==> src/rtl/assert_macros.svh <==
// assertion macros shared by the sketch rtl
`ifndef ASSERT_MACROS_SVH
`define ASSERT_MACROS_SVH

`ifndef SYNTHESIS
`define BKSC_ASSERT(lbl, clk, rst_n, prop) \
  lbl: assert property (@(posedge clk) disable iff (!rst_n) prop) \
    else $error("assertion failed");
`define BKSC_NEVER(lbl, clk, rst_n, expr) \
  lbl: assert property (@(posedge clk) disable iff (!rst_n) !(expr)) \
    else $error("forbidden condition seen");
`else
`define BKSC_ASSERT(lbl, clk, rst_n, prop)
`define BKSC_NEVER(lbl, clk, rst_n, expr)
`endif

`endif

==> src/rtl/bksc_pkg.sv <==
// types, constants and helpers for the bottom-k sketch
`timescale 1ns / 1ps
`default_nettype none

package bksc_pkg;

  localparam int IN_HASH_W = 63;
  localparam int HASH_W    = 44;
  localparam int COUNT_W   = 32;
  localparam int SLOT_W    = 6;
  localparam int SLOT_SPAN = 1 << SLOT_W;

  // prime modulus, below 2^44 but above 2^43
  localparam logic [HASH_W-1:0] HASH_PRIME = 44'd9999999999971;

  // quotient estimate: hash bits from 2^43 up times a scaled reciprocal
  localparam int QUOT_LSB = HASH_W - 1;
  localparam int QUOT_W   = IN_HASH_W - QUOT_LSB;
  localparam int RECIP_W  = 24;
  // floor(2^67 / prime)
  localparam logic [RECIP_W-1:0] RECIP = 24'd14757395;

  typedef enum logic {
    OP_ADD,
    OP_READ
  } op_e;

  typedef enum logic [1:0] {
    STAT_IGNORED,
    STAT_COUNTED,
    STAT_INSERTED,
    STAT_READ
  } status_e;

  typedef struct packed {
    op_e                    operation;
    logic [IN_HASH_W-1:0]   hash_value;
    logic [SLOT_W-1:0]      slot_index;
  } in_word_t;

  typedef struct packed {
    status_e                status;
    logic [SLOT_W-1:0]      slot_position;
    logic [HASH_W-1:0]      slot_hash;
    logic [COUNT_W-1:0]     slot_count;
  } out_word_t;

  // commands broadcast to every cell
  typedef struct packed {
    logic cmp_en;
    logic ins_en;
    logic inc_en;
  } cell_ctrl_t;

  function automatic logic [COUNT_W-1:0] sat_inc(input logic [COUNT_W-1:0] c);
    logic [COUNT_W-1:0] r;
    r = (c == {COUNT_W{1'b1}}) ? c : c + COUNT_W'(1);
    return r;
  endfunction

endpackage

`default_nettype wire

==> src/rtl/bksc_cell.sv <==
// one sketch slot: compare against the key, then hold, take the left neighbor, take the key or bump the count
`timescale 1ns / 1ps
`default_nettype none

module bksc_cell (
  input  logic                         clk_i,
  input  logic                         rst_ni,
  input  bksc_pkg::cell_ctrl_t         ctrl_i,
  input  logic [bksc_pkg::HASH_W-1:0]  key_i,
  input  logic                         prev_ge_i,
  input  logic [bksc_pkg::HASH_W-1:0]  prev_hash_i,
  input  logic [bksc_pkg::COUNT_W-1:0] prev_count_i,
  output logic                         ge_o,
  output logic                         eq_o,
  output logic                         spot_o,
  output logic [bksc_pkg::HASH_W-1:0]  hash_o,
  output logic [bksc_pkg::COUNT_W-1:0] count_o
);
  import bksc_pkg::*;

  logic [HASH_W-1:0]  hash_q, hash_d;
  logic [COUNT_W-1:0] count_q, count_d;
  logic               ge_q, ge_d;
  logic               eq_q, eq_d;

  // first cell not below the key
  assign spot_o  = ge_q && !prev_ge_i;
  assign ge_o    = ge_q;
  assign eq_o    = eq_q;
  assign hash_o  = hash_q;
  assign count_o = count_q;

  always_comb begin
    hash_d  = hash_q;
    count_d = count_q;
    ge_d    = ge_q;
    eq_d    = eq_q;
    if (ctrl_i.cmp_en) begin
      ge_d = (hash_q >= key_i);
      eq_d = (hash_q == key_i);
    end
    if (ctrl_i.ins_en) begin
      if (prev_ge_i) begin
        hash_d  = prev_hash_i;
        count_d = prev_count_i;
      end else if (ge_q) begin
        hash_d  = key_i;
        count_d = COUNT_W'(1);
      end
    end
    if (ctrl_i.inc_en && eq_q) begin
      count_d = sat_inc(count_q);
    end
  end

  always_ff @(posedge clk_i or negedge rst_ni) begin
    if (!rst_ni) begin
      hash_q  <= '1;
      count_q <= '0;
      ge_q    <= 1'b0;
      eq_q    <= 1'b0;
    end else begin
      hash_q  <= hash_d;
      count_q <= count_d;
      ge_q    <= ge_d;
      eq_q    <= eq_d;
    end
  end

endmodule

`default_nettype wire

==> config.mk <==
export PLATFORM = sky130hd
export DESIGN_NAME = bksc_cell
export DESIGN_NICKNAME = d
export VERILOG_FILES = /design/src/rtl/assert_macros.svh /design/src/rtl/bksc_pkg.sv /design/src/rtl/bksc_cell.sv
export SDC_FILE = /design/constraint.sdc
export NUM_CORES = 1
export LEC_CHECK = 0
export ABC_CLOCK_PERIOD_IN_PS = 2660
export BUFFER_PORTS_ARGS = -buffer_cell sky130_fd_sc_hd__clkbuf_2
export CAP_MARGIN = 20
export CELL_PAD_IN_SITES_DETAIL_PLACEMENT = 0
export CELL_PAD_IN_SITES_GLOBAL_PLACEMENT = 1
export CORE_UTILIZATION = 36
export CTS_CLUSTER_DIAMETER = 150
export CTS_CLUSTER_SIZE = 24
export DETAILED_ROUTE_END_ITERATION = 16
export HOLD_SLACK_MARGIN = 0.05
export PLACE_DENSITY = 0.91
export SYNTH_ARGS = -nofsm -noshare
export SYNTH_HDL_FRONTEND = slang
export SYNTH_SLANG_ARGS = --single-unit
==> constraint.sdc <==
create_clock -name clk_i -period 2.66 [get_ports clk_i]
set_clock_uncertainty 0.2 [all_clocks]
set_input_delay 0 -clock clk_i [delete_from_list [all_inputs] [get_ports clk_i]]
set_output_delay 0 -clock clk_i [all_outputs]
set_load 0.01 [all_outputs]
# After elaboration in Yosys (flattened, before gate mapping)
# Index checks and enable logic that the tools add are counted.
# classes
add_sub_neg	1
mul	0
n_div	0
order_cmp	1
n_eq_ne	3
n_shift	0
mux	7
n_bitwise	0
n_reduce_logical	8
# op_table
op	n
two-way mux 32 bit	5
two-way mux 44 bit	2
== test 44 bit	1
greater-or-equal comparator 44 bit	1
adder 32 x 1 -> 32 bit, second input constant	1
== test 32 bit, second input constant	1
nonzero test 2 bit	2
AND reduction 3 bit	1
nonzero test 3 bit	1
logical AND 1 bit	2
!= test 2 bit, second input constant	1
AND reduction 2 bit	1
zero test 1 bit	1
# totals
regBits	78
latchBits	0
ram_bits	0
romBits	0
in_bits	126
mem_count	0

# Longest topological paths before layout
# depth
depth_word	4
depth_mapped	8
mapped_depth_nobuf	8

# Least setup slack after synthesis
# OpenSTA, ideal clock, no wires.
# synth_timing
kind	flip-flop to flip-flop
start	register count_q[0], in the netlist count_o[0]
end	register count_q[28], in the netlist count_o[28]
setup_ps	121
arrival_time_ps	2002
t_required_ps	2339
slack_ps	337
path_stages_with_launch	8
path_cell_list	dfrtp_1 > ha_1 > nand3_2 > nor3_4 > nand4_4 > a2bb2oi_2 > buf_6 > a22o_1
# synth_via
elab_chain_cells	3
# synth_lines
item	line	source
from (decl)	bksc_cell.sv:22	logic [COUNT_W-1:0] count_q, count_d;
from (signal assigned)	bksc_cell.sv:64	count_q <= count_d;
adder 32 x 1 -> 32 bit or == test 32 bit (tied branches)	bksc_pkg.sv:57	r = (c == {COUNT_W{1'b1}}) ? c : c + COUNT_W'(1);
two-way mux 32 bit or != test 2 bit (tied branches)	n/a	
two-way mux 32 bit or AND reduction 3 bit (tied branches)	n/a	
# Parallel ways exist; a longest one is shown, timed or not. The select of a mux whose other input is x is not followed.
# A chain may end at the register's enable or synchronous reset.

# Worst setup path after layout
# layout_timing
start	input port prev_ge_i
end	register hash_q[20], in the netlist hash_o[20]
# layout_via
elab_chain_cells	2
# layout_lines
item	line	source
from (decl)	bksc_cell.sv:10	input logic prev_ge_i,
nonzero test 2 bit (no source line)	n/a	
AND reduction 2 bit (no source line)	n/a	
to (signal assigned)	bksc_cell.sv:63	hash_q <= hash_d;
to (decl)	bksc_cell.sv:21	logic [HASH_W-1:0] hash_q, hash_d;
# Parallel ways exist; a longest one is shown, timed or not.

==> flow_summary.ini <==
[die]
die_area_um2 = 15400
die_w_um = 124
boundaryPins = 205
rows = 44
design.core.area_um2 = 14500
die_height_um = 124
start_util_pct = 37.0

[place]
dp_cells = 989
hpwl_um = 11600
gp_congestion = 0.854
numPortBuffers = 204

[power]
totalPowerFinal_w = 0.00470
ir_drop_mv = 0.332
p_leak_nw = 4.20
power.density_nw_per_um2 = 544

[global_routing]
grt_max_degree = 89
grt_pass1_vias = 6272
grt_pass1_wl_um = 30000
grt.total_usage_pct = 25.4
antenna_found_initial = 0
overflow = 0

[layout]
finalNetCount = 1158
mostFrequentLayoutCells = clkbuf_2, dlygate4sd3_1, nand2_1
drive_above_1_share_pct = 29.2
final_common_cell = clkbuf_2
instances_no_fill = 1176
postLayoutCoreUtil_pct = 59.4
area_growth_pct = 60.7
diodes = 0
nFillCells = 1253

[cts]
h-tree-depth = 3
worstSkewPairLatency_ps = 350
root_buffer = clkbuf_16
cts_made_buffers = 9
path_clk_slew_ps = 60
cts_tree = done
cts.sinks = 78
clk_path_buf_depth = 2
cts_setup_buffers = 0

[critical_path]
regToRegEndpoint = count_o[14]
start_kind = input port
reg2reg_slack_ps = 180
required_ps = 2740
criticalPathCategory = input port to flop
r2r-start = count_o[0]
arrival_ps = 2560
cp-end-kind = flop
r2r_cells = 8
critPathMaxFanout = 36

[sta]
tightest_slew_ps = 789
post-route-min-period_ps = 2490
relSlewSlack_pct = 47.4
final.setup.tns_ps = 0
rsz0062_at_grt = no
post-route-period-util_pct = 93.5
finalSetupViolations = 0
maxSlewViolCount = 0
hold_viol = 0
fmax_mhz = 402

[detailed_routing]
routed_wl_um = 19100
drtPass1Iterations = 5
drt_iter0_drc = 280
vias = 6166
viasPerCell = 5.24
ant_nets = 0
wl_per_cell_um = 16.3
drc_errors = 0

[logic_synthesis]
ys_ff_latch = 78
synthFlopType = dfstp_2
synth_cell_types = 58
ys_seq_area_share_pct = 37.4
syn-num-nets = 791
synth_edf_count = 0
synthArstFlopShare_pct = 100
yosysTopAreaCell = dfstp_2
ys_warn_count = 0
syn_inst = 620
avgSynthCellArea_um2 = 8.67
synth_area_leaders = dfstp_2, dfrtp_1, ha_1, mux2i_1, o21ai_0
yosys.area.top_type_share_pct = 21.5
syn-cell-area_um2 = 5370

[outcome]
status = completed

[job]
drv_cap = 0

[hold_path]
hold_end = count_o[26]
hold_depth = 5
holdCritStartpoint = ctrl_i[0]
worstHoldPathType = input port to flop
==> how the worst max path moves through the flow <==
| stage | from | to | slack (ps) | cells past startpoint |
|---|---|---|---|---|
| 3_3_place_gp | hash_o[41] | ge_o | 110 | 7 |
| 5_1_grt | prev_ge_i | hash_o[12] | 60 | 6 |
| 3_5_place_dp | hash_o[39] | ge_o | 80 | 7 |
| 4_1_cts | hash_o[39] | ge_o | 50 | 7 |
| 2_1_floorplan | count_o[0] | count_o[28] | 340 | 7 |
| 6_report | prev_ge_i | hash_o[20] | 170 | 6 |
==> state kept, by name, summed over array words and instances, names as in the netlist <==
name and cells:
count_o 32, eq_o 1, ge_o 1, hash_o 44
==> synthesized netlist by cell type (17+ instances only) <==
cell type  number
o21ai_0        69
clkbuf_1       24
dfstp_2        44
nand3_1        17
mux2i_1        45
ha_1           45
nand4_1        18
a21oi_1        66
inv_1          53
nand2_1        82
dfrtp_1        34
==> metal layers <==
metal,share of wire (%),vias up,track usage [%]
met2,51,259,45.9
met5,0,-,0
li1,-,2970,-
met1,40,2898,28.1
met3,6.5,39,5.45
met4,2.8,0,11.9
==> what timing repair did <==
item | CTS | global route
setup endpoints to repair | 0 | 1
resized for setup | 0 | 1
hold buffers | 171 | 0
endpoints found under the hold margin | 134 | 0
==> logic make-up (layout without fill, tap and decap cells) <==
family / after synthesis / after routing / synth area share [%]
adder cells (fa/ha/maj): 45 / 45 / 10.5
multiplexers: 46 / 46 / 8.59
buffers and inverters: 85 / 457 / 6.54
flip-flops: 78 / 78 / 37.4
AND/OR/NAND/NOR: 171 / 171 / 16.0
AO/OA/AOI/OAI: 195 / 195 / 21.0
==> where the power goes <==
part	leakage, nW	switching, W	internal (W)
sequential	0.877	0.000258	0.00150
clock	0.155	0.000513	0.000808
combinational	3.17	0.000790	0.000831
==> worst max-delay path: stages <==
cell and delay, ps:
buf_4 300, buf_4 610, mux2i_1 330, dlygate4sd3_1 620, o21ai_0 100, dlygate4sd3_1 580
==> stage by stage <==
step	hold WS, ps	setup slack, ps	cell area [um^2]
2_1_floorplan	-496	337	5370
3_3_place_gp	-72.0	105	6610
3_5_place_dp	-70.8	78.5	6610
4_1_cts	57.7	51.9	8630
5_1_grt	137	61.6	8640
6_report	58.7	174	8640
==> cell type report <==
cell class	instances	area, um^2	share of cell area, %
inverters	53	199	2.30
repair buffers	388	2860	33.1
flip-flops and latches	78	2010	23.2
multi-input cells	457	3030	35.1
clock inverters	3	40.0	0.464
clock buffers	13	272	3.14
well taps	184	230	2.67
(Power assumes the default switching activity.)
